## config.mk

```make
export PLATFORM = sky130hd
export DESIGN_NAME = smoothed_heading_estimator
export DESIGN_NICKNAME = d
export VERILOG_FILES = /design/src/hw/rtl/she_pkg.sv /design/src/hw/rtl/she_ctrl.sv /design/src/hw/rtl/she_datapath.sv /design/src/hw/rtl/smoothed_heading_estimator.sv
export VERILOG_INCLUDE_DIRS = /design/src /design/src/hw/rtl
export SDC_FILE = /design/constraint.sdc
export NUM_CORES = 1
export LEC_CHECK = 0
export BUFFER_PORTS_ARGS = -buffer_cell sky130_fd_sc_hd__buf_2
export CAP_MARGIN = 10
export CORE_AREA = 2 2 285 287
export DETAILED_ROUTE_END_ITERATION = 16
export DIE_AREA = 0 0 287 289
export GPL_TIMING_DRIVEN = 0
export PLACE_DENSITY = 0.54
export SLEW_MARGIN = 20
export SYNTH_ARGS = -nofsm -noshare
export SYNTH_HDL_FRONTEND = slang
export SYNTH_SLANG_ARGS = --single-unit
```

## constraint.sdc

```tcl
create_clock -name clk -period 7.7 [get_ports clk]
set_input_delay 0.385 -clock clk [delete_from_list [all_inputs] [get_ports clk]]
set_output_delay 0.385 -clock clk [all_outputs]
set_load 0.03 [all_outputs]
```

## src/hw/rtl/assert_macros.svh

```systemverilog
// Assertion macros shared by the heading estimator RTL.
// No dependencies; included by the files that carry assertions.
`ifndef ASSERT_MACROS_SVH
`define ASSERT_MACROS_SVH

// Same-cycle implication, disabled while reset is held.
`define SHE_ASSERT_IMP(lbl, ck, rn, ante, cons) \
  lbl: assert property (@(posedge ck) disable iff (!rn) (ante) |-> (cons)) \
    else $error("assertion failed");

// Next-cycle implication, disabled while reset is held.
`define SHE_ASSERT_NXT(lbl, ck, rn, ante, cons) \
  lbl: assert property (@(posedge ck) disable iff (!rn) (ante) |=> (cons)) \
    else $error("assertion failed");

`endif

```

## src/hw/rtl/she_pkg.sv

```systemverilog
// Package for the smoothed heading estimator: widths, CORDIC constants,
// arctangent table and the controller/datapath interface structs. No dependencies.
package she_pkg;

  localparam int SAMPLE_WIDTH  = 16;
  localparam int CORDIC_STEPS  = 16;
  localparam int VEL_WIDTH     = SAMPLE_WIDTH + 2;
  localparam int DIFF_WIDTH    = SAMPLE_WIDTH + 3;
  localparam int HEADING_WIDTH = 16;
  localparam int GUARD_BITS    = 24;
  localparam int ANGLE_FRAC    = 16;
  localparam int OUT_FRAC      = 7;
  // vector plus guard bits, with headroom for CORDIC gain and diagonal growth
  localparam int CORDIC_WIDTH  = DIFF_WIDTH + GUARD_BITS + 3;
  localparam int ANGLE_WIDTH   = 26;
  localparam int STEP_WIDTH    = $clog2(CORDIC_STEPS);
  localparam int ATAN_WIDTH    = 22;
  localparam int ATAN_DEPTH    = 24;
  localparam int ATAN_IDX_WIDTH = $clog2(ATAN_DEPTH);
  localparam int ROUND_SHIFT   = ANGLE_FRAC - OUT_FRAC;
  localparam int HROUND_WIDTH  = ANGLE_WIDTH - ROUND_SHIFT;

  localparam logic signed [ANGLE_WIDTH-1:0] HALF_TURN =
    ANGLE_WIDTH'(180 * (2 ** ANGLE_FRAC));
  localparam logic signed [ANGLE_WIDTH-1:0] FULL_TURN =
    ANGLE_WIDTH'(360 * (2 ** ANGLE_FRAC));
  localparam logic signed [ANGLE_WIDTH-1:0] ROUND_HALF =
    ANGLE_WIDTH'(2 ** (ROUND_SHIFT - 1));
  localparam logic [HROUND_WIDTH-1:0] OUT_TURN =
    HROUND_WIDTH'(360 * (2 ** OUT_FRAC));

  // atan(2^-i) in degrees, Q.16, rounded to nearest
  localparam logic [ATAN_WIDTH-1:0] ATAN_TAB [ATAN_DEPTH] = '{
    22'd2949120, 22'd1740967, 22'd919879, 22'd466945,
    22'd234379,  22'd117304,  22'd58666,  22'd29335,
    22'd14668,   22'd7334,    22'd3667,   22'd1833,
    22'd917,     22'd458,     22'd229,    22'd115,
    22'd57,      22'd29,      22'd14,     22'd7,
    22'd4,       22'd2,       22'd1,      22'd0
  };

  typedef struct packed {
    logic accept;
    logic init;
    logic step;
    logic finish;
  } she_cmd_t;

  typedef struct packed {
    logic last_step;
  } she_status_t;

endpackage

```

## src/hw/rtl/she_ctrl.sv

```systemverilog
// Controller for the smoothed heading estimator: sequences accept, CORDIC
// setup, iterations and result load. Depends on she_pkg and assert_macros.svh.
`include "assert_macros.svh"

module she_ctrl (
  input  logic                  clk,
  input  logic                  rst_n,
  input  logic                  in_valid,
  output logic                  in_stall,
  output logic                  out_valid,
  input  logic                  out_stall,
  output she_pkg::she_cmd_t     cmd,
  input  she_pkg::she_status_t  status
);
  import she_pkg::*;

  typedef enum logic [3:0] {
    S_IDLE   = 4'b0001,
    S_INIT   = 4'b0010,
    S_ITER   = 4'b0100,
    S_FINISH = 4'b1000
  } state_t;

  state_t state_r, state_nxt;
  logic   out_valid_r, out_valid_nxt;

  always_comb begin
    cmd        = '0;
    cmd.accept = (state_r == S_IDLE) && in_valid;
    cmd.init   = (state_r == S_INIT);
    cmd.step   = (state_r == S_ITER);
    // result register is free, or its transaction completes this cycle
    cmd.finish = (state_r == S_FINISH) && (!out_valid_r || !out_stall);
  end

  always_comb begin
    state_nxt = state_r;
    case (state_r)
      S_IDLE:   if (cmd.accept) state_nxt = S_INIT;
      S_INIT:   state_nxt = S_ITER;
      S_ITER:   if (status.last_step) state_nxt = S_FINISH;
      S_FINISH: if (cmd.finish) state_nxt = S_IDLE;
      default:  state_nxt = S_IDLE;
    endcase
  end

  always_comb begin
    out_valid_nxt = out_valid_r;
    if (out_valid_r && !out_stall) out_valid_nxt = 1'b0;
    if (cmd.finish) out_valid_nxt = 1'b1;
  end

  always_ff @(posedge clk) begin
    if (!rst_n) begin
      state_r     <= S_IDLE;
      out_valid_r <= 1'b0;
    end else begin
      state_r     <= state_nxt;
      out_valid_r <= out_valid_nxt;
    end
  end

  assign in_stall  = (state_r != S_IDLE);
  assign out_valid = out_valid_r;

  `SHE_ASSERT_NXT(a_accept_to_init, clk, rst_n, cmd.accept, state_r == S_INIT)
  `SHE_ASSERT_NXT(a_last_to_finish, clk, rst_n, cmd.step && status.last_step, state_r == S_FINISH)
  `SHE_ASSERT_NXT(a_finish_valid, clk, rst_n, cmd.finish, out_valid_r && state_r == S_IDLE)

endmodule

```

## src/hw/rtl/she_datapath.sv

```systemverilog
// Datapath for the smoothed heading estimator: 1-2-1 smoothing history,
// velocity difference, iterative CORDIC vectoring and result register. Uses she_pkg.
module she_datapath (
  input  logic                                   clk,
  input  logic                                   rst_n,
  input  she_pkg::she_cmd_t                      cmd,
  output she_pkg::she_status_t                   status,
  input  logic signed [she_pkg::SAMPLE_WIDTH-1:0] in_sample_y,
  input  logic signed [she_pkg::SAMPLE_WIDTH-1:0] in_sample_z,
  output logic signed [she_pkg::VEL_WIDTH-1:0]    out_velocity_y,
  output logic signed [she_pkg::VEL_WIDTH-1:0]    out_velocity_z,
  output logic [she_pkg::HEADING_WIDTH-1:0]       out_heading,
  output logic                                   out_no_motion
);
  import she_pkg::*;

  logic signed [SAMPLE_WIDTH-1:0] older_y_r, newer_y_r, older_z_r, newer_z_r;
  logic signed [VEL_WIDTH-1:0]    last_smooth_y_r, last_smooth_z_r;
  logic signed [DIFF_WIDTH-1:0]   dy_r, dz_r;
  logic signed [CORDIC_WIDTH-1:0] x_r, y_r, x_nxt, y_nxt;
  logic signed [ANGLE_WIDTH-1:0]  ang_r, ang_nxt;
  logic [STEP_WIDTH-1:0]          step_r;
  logic                           still_r;

  logic signed [VEL_WIDTH-1:0]    smooth_y, smooth_z;
  logic signed [DIFF_WIDTH-1:0]   diff_y, diff_z;
  logic signed [CORDIC_WIDTH-1:0] x0, y0, xs, ys;
  logic signed [ANGLE_WIDTH-1:0]  atan_val, ang_pos, ang_rnd;
  logic [HROUND_WIDTH-1:0]        h_raw, h_wrap;
  logic signed [VEL_WIDTH-1:0]    sat_y, sat_z;

  logic signed [VEL_WIDTH-1:0] vel_y_r, vel_z_r;
  logic [HEADING_WIDTH-1:0]    heading_r;
  logic                        no_motion_r;

  // smoothed sum kept undivided: quarter input LSB units
  assign smooth_y = VEL_WIDTH'(older_y_r) + (VEL_WIDTH'(newer_y_r) <<< 1)
                  + VEL_WIDTH'(in_sample_y);
  assign smooth_z = VEL_WIDTH'(older_z_r) + (VEL_WIDTH'(newer_z_r) <<< 1)
                  + VEL_WIDTH'(in_sample_z);
  assign diff_y = DIFF_WIDTH'(smooth_y) - DIFF_WIDTH'(last_smooth_y_r);
  assign diff_z = DIFF_WIDTH'(smooth_z) - DIFF_WIDTH'(last_smooth_z_r);

  assign x0 = CORDIC_WIDTH'(dy_r) <<< GUARD_BITS;
  assign y0 = CORDIC_WIDTH'(dz_r) <<< GUARD_BITS;

  assign xs       = x_r >>> step_r;
  assign ys       = y_r >>> step_r;
  assign atan_val = ANGLE_WIDTH'(ATAN_TAB[ATAN_IDX_WIDTH'(step_r)]);

  always_comb begin
    if (!y_r[CORDIC_WIDTH-1]) begin
      x_nxt   = x_r + ys;
      y_nxt   = y_r - xs;
      ang_nxt = ang_r + atan_val;
    end else begin
      x_nxt   = x_r - ys;
      y_nxt   = y_r + xs;
      ang_nxt = ang_r - atan_val;
    end
  end

  assign status.last_step = (step_r == STEP_WIDTH'(CORDIC_STEPS - 1));

  // angle only ever falls below zero, never reaches a full turn
  assign ang_pos = ang_r[ANGLE_WIDTH-1] ? ang_r + FULL_TURN : ang_r;
  assign ang_rnd = ang_pos + ROUND_HALF;
  assign h_raw   = HROUND_WIDTH'(ang_rnd >>> ROUND_SHIFT);
  assign h_wrap  = (h_raw >= OUT_TURN) ? h_raw - OUT_TURN : h_raw;

  always_comb begin
    sat_y = dy_r[VEL_WIDTH-1:0];
    if (dy_r[DIFF_WIDTH-1] != dy_r[DIFF_WIDTH-2])
      sat_y = dy_r[DIFF_WIDTH-1] ? {1'b1, {(VEL_WIDTH-1){1'b0}}}
                                 : {1'b0, {(VEL_WIDTH-1){1'b1}}};
    sat_z = dz_r[VEL_WIDTH-1:0];
    if (dz_r[DIFF_WIDTH-1] != dz_r[DIFF_WIDTH-2])
      sat_z = dz_r[DIFF_WIDTH-1] ? {1'b1, {(VEL_WIDTH-1){1'b0}}}
                                 : {1'b0, {(VEL_WIDTH-1){1'b1}}};
  end

  always_ff @(posedge clk) begin
    if (!rst_n) begin
      older_y_r       <= '0;
      newer_y_r       <= '0;
      older_z_r       <= '0;
      newer_z_r       <= '0;
      last_smooth_y_r <= '0;
      last_smooth_z_r <= '0;
    end else if (cmd.accept) begin
      older_y_r       <= newer_y_r;
      newer_y_r       <= in_sample_y;
      older_z_r       <= newer_z_r;
      newer_z_r       <= in_sample_z;
      last_smooth_y_r <= smooth_y;
      last_smooth_z_r <= smooth_z;
    end
  end

  always_ff @(posedge clk) begin
    if (cmd.accept) begin
      dy_r <= diff_y;
      dz_r <= diff_z;
    end
    if (cmd.init) begin
      step_r  <= '0;
      still_r <= (dy_r == '0) && (dz_r == '0);
      if (dy_r[DIFF_WIDTH-1]) begin
        x_r   <= -x0;
        y_r   <= -y0;
        ang_r <= HALF_TURN;
      end else begin
        x_r   <= x0;
        y_r   <= y0;
        ang_r <= '0;
      end
    end else if (cmd.step) begin
      x_r    <= x_nxt;
      y_r    <= y_nxt;
      ang_r  <= ang_nxt;
      step_r <= step_r + 1'b1;
    end
    if (cmd.finish) begin
      vel_y_r     <= sat_y;
      vel_z_r     <= sat_z;
      heading_r   <= still_r ? '0 : HEADING_WIDTH'(h_wrap);
      no_motion_r <= still_r;
    end
  end

  assign out_velocity_y = vel_y_r;
  assign out_velocity_z = vel_z_r;
  assign out_heading    = heading_r;
  assign out_no_motion  = no_motion_r;

endmodule

```

## src/hw/rtl/smoothed_heading_estimator.sv

```systemverilog
// Smoothed heading estimator, top level: joins controller and datapath.
// Depends on she_pkg, she_ctrl, she_datapath and assert_macros.svh.
//
// Each accepted transaction carries one (y, z) position sample; one result
// follows per sample with the 1-2-1 smoothed velocity (saturated to 18 bits)
// and its heading atan2(vz, vy) in degrees, Q9.7 in [0, 360). Zero velocity
// sets no_motion and gives heading 0. Each item passes through accept,
// vector setup, the CORDIC iterations on a single shared shift-add
// stage, and the rounding and load of the result register. A new sample
// is taken once the result is loaded, even while that result still waits
// on out_stall; a stalled result delays loading of the next one. History
// starts at zero after reset.
`include "assert_macros.svh"

module smoothed_heading_estimator (
  input  logic                                   clk,
  input  logic                                   rst_n,
  input  logic                                   in_valid,
  output logic                                   in_stall,
  input  logic signed [she_pkg::SAMPLE_WIDTH-1:0] in_sample_y,
  input  logic signed [she_pkg::SAMPLE_WIDTH-1:0] in_sample_z,
  output logic                                   out_valid,
  input  logic                                   out_stall,
  output logic signed [she_pkg::VEL_WIDTH-1:0]    out_velocity_y,
  output logic signed [she_pkg::VEL_WIDTH-1:0]    out_velocity_z,
  output logic [she_pkg::HEADING_WIDTH-1:0]       out_heading,
  output logic                                   out_no_motion
);
  import she_pkg::*;

  she_cmd_t    cmd;
  she_status_t status;

  she_ctrl u_ctrl (
    .clk       (clk),
    .rst_n     (rst_n),
    .in_valid  (in_valid),
    .in_stall  (in_stall),
    .out_valid (out_valid),
    .out_stall (out_stall),
    .cmd       (cmd),
    .status    (status)
  );

  she_datapath u_dp (
    .clk            (clk),
    .rst_n          (rst_n),
    .cmd            (cmd),
    .status         (status),
    .in_sample_y    (in_sample_y),
    .in_sample_z    (in_sample_z),
    .out_velocity_y (out_velocity_y),
    .out_velocity_z (out_velocity_z),
    .out_heading    (out_heading),
    .out_no_motion  (out_no_motion)
  );

  `SHE_ASSERT_IMP(a_heading_range, clk, rst_n, out_valid, out_heading < HEADING_WIDTH'(OUT_TURN))
  `SHE_ASSERT_IMP(a_still_heading, clk, rst_n, out_valid && out_no_motion, out_heading == '0)

endmodule

```

==> impl_metrics.yaml <==
status:
  run_status: "completed"
worst_setup_path:
  crit_arrival_ns: 7.99
  worstPathMaxFanout: 10
  r2r-start: "u_dp.step_r[3]"
  endpoint_kind: "flop"
  critical_path_required_ns: 8.16
  r2r_cells: 20
  rr_endpoint: "u_dp.x_r[42]"
  path_class: "flop to flop"
  worstSetupStartpointType: "flop"
  r2r_slack_ns: 0.17
yosys:
  synthArstFlopShare_pct: 0
  ys_seq_area_share_pct: 28.2
  synth_top_area_share_pct: 20.9
  synth.avg_cell_area_um2: 8.83
  yosys.area.top_type: "edfxtp_1"
  ys.warnings.count: 0
  synth_cell_type_count: 105
  yosysMostFrequentCell: "nand2_1"
  synth_area_um2: 30100
  ys_ff_latch: 319
  synth_cells: 3414
  syn-num-nets: 3699
  synthTopCellsByArea: "edfxtp_1 21%, ha_1 8.7%, dfxtp_1 7.2%, xnor2_1 6.1%, nand2_1 5.3%"
  synth-edff-count: 210
  yosys-top-cells-count: "428 x nand2_1, 303 x nor2_1, 242 x a21oi_1"
  synthFlopType: "edfxtp_1"
drt:
  routed_via_density: 5.69
  drc: 0
  drt_wl_total_mm: 106
  wire_per_inst_um: 22.8
  drt-initial-drc-count: 1879
  drt_first_pass_iters: 6
  antenna_left: 0
  vias: 26400
layout:
  diodes: 0
  design_area_um2: 33500
  final_util_pct: 41.9
  layout-drive-gt1-share_pct: 11.4
  syn_to_final_growth_pct: 11.1
  fin_nets: 3834
clock_network:
  clkSlewWorstSetupHoldPaths_ns: 0.06
  cts_buffer_depth: 3
  cts_made_buffers: 43
  cts_sinks: 319
  htree_levels: 2
  clock_latency_ns: 0.60
  cts_tree: "yes"
  root_buffer: "clkbuf_16"
  cts_setup_buffers: 0
power_and_ir_drop:
  p_clk_share_pct: 16.6
  power.density_nw_per_um2: 353
  swShare_pct: 45.6
  combPwrFrac_pct: 62.4
  ir_drop_mv: 0.175
  power.internal_mw: 6.44
  pwr-share-seq_pct: 21.0
  p_leak_nw: 13.1
  power.switching_mw: 5.40
sta:
  rsz0062_at_grt: "no"
  drv_slew: 0
  setup_viol: 0
  hold_viol: 0
  fmaxAchievable_ghz: 0.133
  fin_worst_skew_ns: 0.0240
  worst_slew_pin_slew_ns: 1.29
  slew_headroom_pct: 14.1
  fin_crit_ns: 7.53
  min_period_over_period_pct: 97.8
grt:
  grt_pass1_wl_mm: 159
  globalRouteOverflowTotal: 0
  grt_start_max_net_pins: 50
  antenna_found_initial: 1
  grt_pass1_vias: 25500
  grt_usage_pct: 25.1
min_path:
  whs_path_depth: 3
  hold_path_class: "input pin to flop"
  hold_start: "in_sample_z[0]"
  holdPathEnd: "u_dp.newer_z_r[0]"
run:
  maxCapViolCount: 0
placed_design:
  portBuffers: 90
  dpl_cell_area_um2: 32100
  dp_hpwl_mm: 82.9
  gp_congestion: 1.04
die:
  fp.dieW_um: 287
  num_rows: 104
  die_y_um: 289
  start_util_pct: 37.7
  die_area_um2: 82900
  coreArea_um2: 79900
  ios: 91
-- through the flow --
| step | hold WS (ns) | power (mW) | cells | worst slack, ns | setup TNS, ns |
|---|---|---|---|---|---|
| floorplan | 0.434 | 7.94 | 3414 | 1.15 | 0 |
| global placement | 0.446 | 9.72 | 4564 | -2.83 | -107.05 |
| detailed placement | 0.448 | 9.75 | 4570 | -2.72 | -101.03 |
| CTS | 0.0409 | 11.8 | 4645 | 0.00133 | 0 |
| global route | 0.0652 | 12.7 | 4643 | 0.00209 | 0 |
| finish | 0.0699 | 11.8 | 4643 | 0.169 | 0 |
-- power by group through the flow --
stage	clock network (mW)	logic (mW)	registers (mW)
6_report	1.96	7.39	2.49
5_1_grt	2.08	8.12	2.50
4_1_cts	2.02	7.27	2.48
3_5_place_dp	0	7.24	2.51
3_3_place_gp	0	7.20	2.51
2_1_floorplan	0	5.50	2.44
-- cell families after synthesis --
| group | Yosys count | synth area share (%) |
|---|---|---|
| and+or+nand+nor | 1100 | 16.8 |
| AOI/OAI and AO/OA | 888 | 18.8 |
| DFF | 319 | 28.2 |
| buffers and inverters | 315 | 4.55 |
| xor gates and xnor gates | 314 | 9.13 |
| adders and majority gates | 249 | 11.3 |
| muxes | 229 | 11.2 |
-- critical path: stages (launching register included) --
cell	delay (ns)
dfxtp_2	0.38
inv_2	0.22
buf_2	0.42
buf_1	0.64
clkbuf_2	0.56
clkdlybuf4s15_1	0.80
clkbuf_2	0.58
o21ai_0	0.20
xor2_1	0.20
ha_1	0.34
nor2b_1	0.23
o31a_1	0.18
o21ai_0	0.12
a211oi_1	0.64
o21ai_0	0.25
nand2_1	0.19
a21oi_1	0.15
o21ai_0	0.59
a211oi_1	0.22
nor4b_1	0.30
a211o_1	0.14
-- cell type report --
| cell class | count | area [um^2] |
|---|---|---|
| clock inverter | 26 | 198 |
| fill | 8122 | 46400 |
| tap | 1060 | 1330 |
| clock buffer | 53 | 1140 |
| inverter | 156 | 593 |
| sequential | 319 | 8490 |
| buffer | 153 | 823 |
| multi-input combinational | 2780 | 20300 |
| timing repair buffer | 96 | 588 |
-- routing by layer --
metal / routed length, um / share of wire (%) / global-route usage, %
met5: 14 / 0.013 / 0
met4: 5130 / 4.8 / 11.5
met3: 7170 / 6.8 / 4.65
met2: 47900 / 45 / 40.7
met1: 45800 / 43 / 32.6
-- registers in the layout, summed over array words and instances, names as in the netlist --
| signal | cells |
|---|---|
| u_dp.x_r | 46 |
| u_dp.y_r | 46 |
| u_dp.ang_r | 26 |
| u_dp.dy_r | 19 |
| u_dp.dz_r | 19 |
| u_dp.last_smooth_y_r | 18 |
| u_dp.last_smooth_z_r | 18 |
| u_dp.out_velocity_y | 18 |
| u_dp.out_velocity_z | 18 |
| u_dp.newer_y_r | 16 |
| u_dp.newer_z_r | 16 |
| u_dp.older_y_r | 16 |
| u_dp.older_z_r | 16 |
| u_dp.out_heading | 16 |
| u_ctrl.state_r | 4 |
| u_dp.step_r | 4 |
| u_ctrl.out_valid | 1 |
| u_dp.out_no_motion | 1 |
| u_dp.still_r | 1 |
-- worst max-delay path by stage --
stage | startpoint | end | slack [ns] | cells after the start
final | u_dp.step_r[3] | u_dp.x_r[42] | 0.17 | 20
after detailed placement | u_dp.step_r[3] | u_dp.y_r[38] | -2.72 | 29
after CTS | u_dp.step_r[0] | u_dp.y_r[37] | 0.001 | 27
after floorplan | u_dp.step_r[3] | u_dp.y_r[38] | 1.15 | 31
after global routing | u_dp.step_r[3] | u_dp.y_r[37] | 0.002 | 29
after global placement | u_dp.step_r[3] | u_dp.y_r[38] | -2.83 | 29
-- cells in the final DEF, fill, tap and decap left out, types with 30 or more instances in the layout --
cell       synthesis  routed
mux2_2            61      61
a21oi_1          242     241
a211oi_1          30      30
ha_1             210     210
inv_1            152     152
o21ai_0          208     207
a21o_1            62      61
nand2_1          428     428
mux4_2            61      61
clkbuf_1          86      84
clkbuf_16          0      44
nor2_1           303     303
fa_1              39      39
a21boi_0         100     100
dfxtp_1          109     107
xor2_1           105     105
and3_1            33      33
nor3_1            57      56
nor2b_1           46      46
a31oi_1           39      38
edfxtp_1         210     210
mux2i_1           86      86
buf_2             27     115
xnor2_1          209     209
nand2b_1          30      30
nand3_1           58      58
-- timing repair --
action	4_1_cts	5_1_grt
hold endpoints to repair	0	0
hold buffers	0	0
resized for setup	20	25
setup endpoints to repair	81	36
Power figures use the tool's default switching activity.
